## src/design/button_encoder_register_expander_defines.svh

```systemverilog
// Assertion macros used by the expander design file.
`ifndef BUTTON_ENCODER_REGISTER_EXPANDER_DEFINES_SVH
`define BUTTON_ENCODER_REGISTER_EXPANDER_DEFINES_SVH

// Same-cycle implication, sampled on the rising clock, off during reset.
`define BERE_ASSERT_IMP(label, ante, cons) \
   label: assert property (@(posedge clock) disable iff (reset) (ante) |-> (cons)) \
      else $error("same-cycle check failed");

// Next-cycle implication, sampled on the rising clock, off during reset.
`define BERE_ASSERT_NXT(label, ante, cons) \
   label: assert property (@(posedge clock) disable iff (reset) (ante) |=> (cons)) \
      else $error("next-cycle check failed");

`endif

```

## src/design/bere_pkg.sv

```systemverilog
`default_nettype none

package bere_pkg;

   // Item kinds on the request channel.
   typedef enum logic [1:0] {
      CMD_BUTTON = 2'd0,
      CMD_TICK   = 2'd1,
      CMD_READ   = 2'd2,
      CMD_WRITE  = 2'd3
   } cmd_type;

   // Register map of the dedicated registers.
   localparam logic [7:0] ADDR_BTN_LO   = 8'd0;
   localparam logic [7:0] ADDR_BTN_HI   = 8'd1;
   localparam logic [7:0] ADDR_ENC_BASE = 8'd2;
   localparam logic [7:0] ADDR_THRESH   = 8'd11;
   localparam logic [7:0] ADDR_TIME     = 8'd12;

   // Number of encoder count registers in the map.
   localparam int ENC_SLOTS = 3;

   // Threshold reset value before scaling down by the filter shift.
   localparam int THRESH_INIT = 1000;

   // Width of the tick prescaler.
   localparam int PRESCALE_W = 5;

   // Register file depth and address width.
   localparam int RF_DEPTH = 256;
   localparam int RF_AW    = 8;

endpackage : bere_pkg

`default_nettype wire

```

## src/design/button_encoder_register_expander.sv

```systemverilog
// Channel  | Handshake            | Beat contents
// ---------+----------------------+----------------------------------------------
// req      | req_valid, req_stall | cmd, button, sample, pins, address, data
// rsp      | rsp_valid, rsp_stall | read_data (one beat per bus read only)
//
// One request beat can be taken every cycle while req_stall is low; all register
// updates happen at the edge that accepts the beat. A bus read answers through
// the registered memory read and then the output register.
// Reset is synchronous and clears the whole register file at once (valid bits).
// req_stall rises only while both the read stage and the output stage hold data
// and rsp_stall is high.
`default_nettype none

`include "button_encoder_register_expander_defines.svh"

module button_encoder_register_expander
   import bere_pkg::*;
#(
   parameter int FILTER_SHIFT   = 3,
   parameter int TICKS_PER_TIME = 20,
   parameter int NUM_ENCODERS   = 3,
   parameter int NUM_BUTTONS    = 12
) (
   input  wire logic        clock,
   input  wire logic        reset,

   input  wire logic        req_valid,
   output logic             req_stall,
   input  wire logic [1:0]  req_cmd,
   input  wire logic [3:0]  req_button_index,
   input  wire logic [13:0] req_analog_sample,
   input  wire logic [5:0]  req_encoder_pins,
   input  wire logic [7:0]  req_reg_address,
   input  wire logic [7:0]  req_write_data,

   output logic             rsp_valid,
   input  wire logic        rsp_stall,
   output logic [7:0]       rsp_read_data
);

   // Scaled threshold width and the common compare width.
   localparam int TSH = FILTER_SHIFT + 2;
   localparam int TW  = 8 + TSH;
   localparam int CW  = (TW > 14) ? TW : 14;
   localparam logic [7:0] THRESH_RESET = 8'(THRESH_INIT >> TSH);

   // Dedicated registers.
   logic [7:0]            btn_lo_ff, btn_lo_in;
   logic [7:0]            btn_hi_ff, btn_hi_in;
   logic [7:0]            enc_ff [ENC_SLOTS];
   logic [7:0]            enc_in [ENC_SLOTS];
   logic [ENC_SLOTS-1:0]  pha_ff, pha_in;
   logic [ENC_SLOTS-1:0]  phb_ff, phb_in;
   logic [7:0]            thresh_ff, thresh_in;
   logic [7:0]            time_ff, time_in;
   logic [PRESCALE_W-1:0] prescale_ff, prescale_in;

   // General register memory with a valid bit per entry.
   logic [7:0]            mem_ff [RF_DEPTH];
   logic [RF_DEPTH-1:0]   mem_vld_ff;

   // Read stage and output stage.
   logic                  rd_valid_ff;
   logic                  rd_from_mem_ff;
   logic                  rd_mem_vld_ff;
   logic [7:0]            rd_spec_ff;
   logic [7:0]            mem_rdata_ff;
   logic                  rsp_valid_ff;
   logic [7:0]            rsp_data_ff;

   logic                  req_accept;
   logic                  rd_drain;
   logic                  rd_load;
   logic                  mem_wr;
   logic                  addr_special;
   logic [7:0]            spec_rdata;
   logic [7:0]            rd_data;
   cmd_type               cmd;

   assign cmd = cmd_type'(req_cmd);

   // Handshake control for the two result stages.
   assign rd_drain   = rd_valid_ff && (!rsp_valid_ff || !rsp_stall);
   assign req_stall  = rd_valid_ff && rsp_valid_ff && rsp_stall;
   assign req_accept = req_valid && !req_stall;
   assign rd_load    = req_accept && (cmd == CMD_READ);
   assign rsp_valid     = rsp_valid_ff;
   assign rsp_read_data = rsp_data_ff;

   // Address decode and read mux over the dedicated registers.
   always_comb begin
      addr_special = 1'b1;
      spec_rdata   = 8'd0;
      if (req_reg_address == ADDR_BTN_LO) begin
         spec_rdata = btn_lo_ff;
      end else if (req_reg_address == ADDR_BTN_HI) begin
         spec_rdata = btn_hi_ff;
      end else if (req_reg_address == ADDR_THRESH) begin
         spec_rdata = thresh_ff;
      end else if (req_reg_address == ADDR_TIME) begin
         spec_rdata = time_ff;
      end else if (req_reg_address >= ADDR_ENC_BASE &&
                   req_reg_address < ADDR_ENC_BASE + 8'(ENC_SLOTS)) begin
         spec_rdata = 8'd0;
         for (int i = 0; i < ENC_SLOTS; i++) begin
            if (req_reg_address == ADDR_ENC_BASE + 8'(i)) begin
               spec_rdata = enc_ff[i];
            end
         end
      end else begin
         addr_special = 1'b0;
      end
   end

   assign mem_wr = req_accept && (cmd == CMD_WRITE) && !addr_special;

   // Next values of the dedicated registers for the accepted beat.
   always_comb begin
      logic [CW-1:0] thr_scaled;
      logic [7:0]    bit_mask;
      logic          btn_ok;
      logic          pin_a;
      logic          pin_b;
      logic [7:0]    step_a;
      logic [7:0]    step_b;
      logic [PRESCALE_W-1:0] pre_inc;

      btn_lo_in   = btn_lo_ff;
      btn_hi_in   = btn_hi_ff;
      pha_in      = pha_ff;
      phb_in      = phb_ff;
      thresh_in   = thresh_ff;
      time_in     = time_ff;
      prescale_in = prescale_ff;
      for (int i = 0; i < ENC_SLOTS; i++) begin
         enc_in[i] = enc_ff[i];
      end

      thr_scaled = CW'(thresh_ff) << TSH;
      bit_mask   = 8'd1 << req_button_index[2:0];
      btn_ok     = {1'b0, req_button_index} < 5'(NUM_BUTTONS);
      pre_inc    = prescale_ff + 1'b1;
      pin_a      = 1'b0;
      pin_b      = 1'b0;
      step_a     = 8'd0;
      step_b     = 8'd0;

      if (req_accept) begin
         unique case (cmd)
            // Button: a sample above the threshold clears the bit, else sets it.
            CMD_BUTTON: begin
               if (btn_ok) begin
                  if (CW'(req_analog_sample) > thr_scaled) begin
                     if (req_button_index[3]) btn_hi_in = btn_hi_ff & ~bit_mask;
                     else                     btn_lo_in = btn_lo_ff & ~bit_mask;
                  end else begin
                     if (req_button_index[3]) btn_hi_in = btn_hi_ff | bit_mask;
                     else                     btn_lo_in = btn_lo_ff | bit_mask;
                  end
               end
            end
            // Tick: quadrature steps, phase A before phase B, then the timebase.
            CMD_TICK: begin
               for (int i = 0; i < ENC_SLOTS; i++) begin
                  if (i < NUM_ENCODERS) begin
                     pin_a  = req_encoder_pins[2*i];
                     pin_b  = req_encoder_pins[2*i+1];
                     step_a = 8'd0;
                     step_b = 8'd0;
                     if (pin_a != pha_ff[i]) begin
                        step_a = (pin_a == phb_ff[i]) ? 8'd1 : 8'hFF;
                     end
                     if (pin_b != phb_ff[i]) begin
                        step_b = (pin_b != pin_a) ? 8'd1 : 8'hFF;
                     end
                     enc_in[i] = enc_ff[i] + step_a + step_b;
                     pha_in[i] = pin_a;
                     phb_in[i] = pin_b;
                  end
               end
               if (pre_inc == PRESCALE_W'(TICKS_PER_TIME)) begin
                  prescale_in = '0;
                  time_in     = time_ff + 8'd1;
               end else begin
                  prescale_in = pre_inc;
               end
            end
            CMD_READ: begin
            end
            // Bus write to a dedicated register.
            CMD_WRITE: begin
               if (req_reg_address == ADDR_BTN_LO) btn_lo_in = req_write_data;
               if (req_reg_address == ADDR_BTN_HI) btn_hi_in = req_write_data;
               if (req_reg_address == ADDR_THRESH) thresh_in = req_write_data;
               if (req_reg_address == ADDR_TIME)   time_in   = req_write_data;
               for (int i = 0; i < ENC_SLOTS; i++) begin
                  if (req_reg_address == ADDR_ENC_BASE + 8'(i)) begin
                     enc_in[i] = req_write_data;
                  end
               end
            end
            default: begin
            end
         endcase
      end
   end

   // Dedicated register state.
   always_ff @(posedge clock) begin
      if (reset) begin
         btn_lo_ff   <= 8'd0;
         btn_hi_ff   <= 8'd0;
         pha_ff      <= '0;
         phb_ff      <= '0;
         thresh_ff   <= THRESH_RESET;
         time_ff     <= 8'd0;
         prescale_ff <= '0;
         for (int i = 0; i < ENC_SLOTS; i++) begin
            enc_ff[i] <= 8'd0;
         end
      end else begin
         btn_lo_ff   <= btn_lo_in;
         btn_hi_ff   <= btn_hi_in;
         pha_ff      <= pha_in;
         phb_ff      <= phb_in;
         thresh_ff   <= thresh_in;
         time_ff     <= time_in;
         prescale_ff <= prescale_in;
         for (int i = 0; i < ENC_SLOTS; i++) begin
            enc_ff[i] <= enc_in[i];
         end
      end
   end

   // General register memory: one write port, registered read.
   always_ff @(posedge clock) begin
      if (mem_wr) begin
         mem_ff[req_reg_address] <= req_write_data;
      end
      if (rd_load) begin
         mem_rdata_ff <= mem_ff[req_reg_address];
      end
   end

   // An entry never written since reset reads as zero.
   always_ff @(posedge clock) begin
      if (reset) begin
         mem_vld_ff <= '0;
      end else if (mem_wr) begin
         mem_vld_ff[req_reg_address] <= 1'b1;
      end
   end

   // Read stage payload.
   always_ff @(posedge clock) begin
      if (rd_load) begin
         rd_from_mem_ff <= !addr_special;
         rd_mem_vld_ff  <= mem_vld_ff[req_reg_address];
         rd_spec_ff     <= spec_rdata;
      end
   end

   assign rd_data = rd_from_mem_ff ? (rd_mem_vld_ff ? mem_rdata_ff : 8'd0) : rd_spec_ff;

   // Read stage and output stage occupancy.
   always_ff @(posedge clock) begin
      if (reset) begin
         rd_valid_ff  <= 1'b0;
         rsp_valid_ff <= 1'b0;
      end else begin
         if (rd_load) begin
            rd_valid_ff <= 1'b1;
         end else if (rd_drain) begin
            rd_valid_ff <= 1'b0;
         end
         if (rd_drain) begin
            rsp_valid_ff <= 1'b1;
         end else if (!rsp_stall) begin
            rsp_valid_ff <= 1'b0;
         end
      end
   end

   // Output beat payload.
   always_ff @(posedge clock) begin
      if (rd_drain) begin
         rsp_data_ff <= rd_data;
      end
   end

   // The input only stalls while both result stages are full.
   `BERE_ASSERT_IMP(a_stall_needs_full, req_stall, rd_valid_ff && rsp_valid_ff)
   // An accepted bus read always occupies the read stage next cycle.
   `BERE_ASSERT_NXT(a_read_captured, rd_load, rd_valid_ff)
   // The prescaler wraps before it reaches the tick count.
   `BERE_ASSERT_IMP(a_prescale_range, 1'b1, prescale_ff < PRESCALE_W'(TICKS_PER_TIME))

endmodule : button_encoder_register_expander

`default_nettype wire
```

## config.mk

```make
export PLATFORM = sky130hd
export DESIGN_NAME = button_encoder_register_expander
export DESIGN_NICKNAME = d
export VERILOG_FILES = /design/src/design/bere_pkg.sv /design/src/design/button_encoder_register_expander.sv
export VERILOG_INCLUDE_DIRS = /design/src /design/src/design
export SDC_FILE = /design/constraint.sdc
export NUM_CORES = 2
export LEC_CHECK = 0
export BUFFER_PORTS_ARGS = -buffer_cell sky130_fd_sc_hd__buf_4
export CAP_MARGIN = 15
export CORE_MARGIN = 8
export CORE_UTILIZATION = 55
export CTS_CLUSTER_DIAMETER = 40
export DETAILED_ROUTE_END_ITERATION = 16
export PLACE_DENSITY = 0.71
export SLEW_MARGIN = 20
export SYNTH_ARGS = -nofsm -noshare
export SYNTH_HDL_FRONTEND = slang
export SYNTH_SLANG_ARGS = --single-unit
```

## constraint.sdc

```tcl
create_clock -name clock -period 4.4 [get_ports clock]
set_clock_uncertainty 0.05 [all_clocks]
set_input_delay 0.66 -clock clock [delete_from_list [all_inputs] [get_ports clock]]
set_output_delay 0.66 -clock clock [all_outputs]
set_load 0.005 [all_outputs]
```

==> metrics <==
fin. max-slew vios 0; unrepaired setup endpoints after global routing false; Setup crit start kind flip-flop; deepest clock path buffer count 4; antenna violations before repair 6; router iterations before antenna repair 8; Mean Syn Cell Area 18.4 um2; core box area 171000 um2; I/O pin cnt 56; footprint of the multi-input gates 24200 um2; Routability Congestion 0.935; EDFF count, synth 2074; Site Rows 152; HP Start req_cmd[0]; root buf cell clkbuf_16; Synth area leader edfxtp_1; Async SR Flop Fraction 0%; Post-DP HPWL 159 mm; 1st-iter DRT viols 7005; CP Cell Sequence nand2_1 -> o21ai_0 -> buf_4 -> fa_1 -> ha_1 -> fa_1 -> a21o_1 -> a21oi_1 -> o21bai_1 -> a21oi_1 -> xnor2_1 -> a211oi_1 -> nor3_1; Sink Count 2399; final core utilization 64.5%; Tcrit/Tclk final 76.2%; minimum clock period 3.35 ns; #FFs+latches synth 2399; Max IR drop VDD 0.500 mV; Hold WS 0.113 ns; number of setup buffers added after CTS 0; clk_lat worst skew 0.95 ns; Die H 430 um; setup_tns 0 ns; Power Density 481 nW/um2; Leakage Power 36.4 nW; top-count cell post-synth edfxtp_1; Syn. warnings 0; # H-tree levels 5; remaining global-route overflow 0; clk slew on worst S/H paths 0.06 ns; DR WL/cell 31.4 um; first-pass GRT wire length 367 mm; Hold/Removal Path Class input port to flip-flop; Setup crit end kind flip-flop; die area 185000 um2; reg2reg start phb_ff[0]; Max transition margin 18.4%; Tightest Pin Transition 1.22 ns; sequential-to-total area share from yosys stat 72.8%; status finished clean; Die W 430 um; Sequential cell area 68800 um2; TritonCTS buffer count 314; total wire length 255 mm; Post-Layout Cell Count 8116; WP data arrival 4.04 ns; vias per cell 6.44; Crit path required time 5.09 ns; synth unique cells 75; MaxCap Viol Count 0; Max Clock Freq 298 MHz; initial core utilization 55.2%; port bufs 55; Synth top cells by count 2074 x edfxtp_1, 785 x nor2_1, 617 x mux4_2; Total GRT Usage 27.1%; CP max FO 7; Final Hold Fails 0; FILL cells 11316; Top FF cell, synth edfxtp_1; Post-Place Cells 7544; Pwr Total 0.0531 W; Post-Syn Area 94500 um2; total number of vias 52256; Worst setup startpoint phb_ff[0]; Hold Buf Count CTS 8; number of remaining DRC errors 0; ratio of cells with drive above 1 in the final layout 27.0%; kind of critical path flip-flop to flip-flop; largest net degree at the start of global routing 141; Post-CTS Resized 0; area fraction of the dominant cell type after synthesis 65.9%; cells after synthesis 5143; final setup vio count 0; Routed Antenna Nets 0; CTS tree built; CP max stage cell fa_1; slowest stage delay, CP 0.46 ns; number of global-route vias before repair 52452; NumNets Final 5736; synth top area cells edfxtp_1 66%, mux4_2 15%, dfxtp_1 6.9%; Layout area overhead 16.8%
==> where the power goes <==
group | switching (W) | total (W) | internal (W)
clock network | 0.00976 | 0.0256 | 0.0158
registers | 0.0000453 | 0.0248 | 0.0248
logic | 0.00166 | 0.00267 | 0.00101
total | 0.0115 | 0.0531 | 0.0416
==> sequential cells by signal, indices dropped and copies added, names as in the netlist, 3 cells and up, named ones only <==
name / count
enc_ff: 24
pha_ff: 3
rd_spec_ff: 8
mem_vld_ff: 256
phb_ff: 3
thresh_ff: 8
prescale_ff: 5
mem_ff: 2048
time_ff: 8
rsp_read_data: 8
mem_rdata_ff: 8
==> cell type report <==
| type | instances | area share [%] |
|---|---|---|
| multi-input combinational | 2458 | 22.0 |
| clock inverter | 176 | 1.94 |
| antenna | 8 | 0.0181 |
| inverter | 42 | 0.150 |
| tap | 2233 | 2.53 |
| sequential | 2399 | 62.3 |
| clock buffer | 380 | 7.57 |
| timing repair buffer | 420 | 3.50 |
==> critical path, delay by kind of cell (launching register included) <==
kind / cells / cell delay (ns)
compound gates: 6 / 1.13
fa+ha+maj: 3 / 1.12
flops: 1 / 0.41
buf+inv: 1 / 0.21
simple gates: 2 / 0.16
xor+xnor: 1 / 0.09
==> cells by family after synthesis <==
logic type / share of synthesized area [%]
AOI/OAI and AO/OA: 3.00
xor gates and xnor gates: 0.223
adders and majority gates: 0.919
buffers and inverters: 1.84
DFF: 72.8
muxes: 16.0
other: 0.00397
and+or+nand+nor: 5.23
==> metrics by stage <==
step | cell area (um2) | setup WS (ns)
after global routing | 110000 | 0.827
after CTS | 110000 | 1.03
after global placement | 99700 | -0.0892
after detailed placement | 99700 | 0.160
final | 110000 | 1.05
after floorplan | 94700 | 0.407
==> layout by cell type (no fill, tap or decap), drive strengths merged, types with 45 or more instances in the layout <==
cell	count
edfxtp	2074
conb	56
dfxtp	325
o21ai	45
clkinv	70
a22oi	86
nand2	212
mux4	617
a21oi	82
buf	404
nor2	785
mux2i	108
inv	82
clkbuf	388
==> routing by layer <==
metal	routed length, um	vias up	part of all wire, %	track usage, %
li1	-	21435	-	-
met1	94000	26977	37	35.9
met2	119000	3164	47	42.1
met3	29100	678	11	8.04
met4	12700	2	5.0	12.0
met5	12	-	0.0047	0
==> final timing paths <==
path / end / slack [ns] / cells past startpoint
hold / removal: rd_valid_ff / 0.11 / 3
setup reg to reg: enc_ff[0][7] / 1.05 / 13
hold reg to reg: mem_vld_ff[27] / 0.41 / 2
setup / recovery: enc_ff[0][7] / 1.05 / 13
No activity file was read; power rests on OpenSTA's default activity.
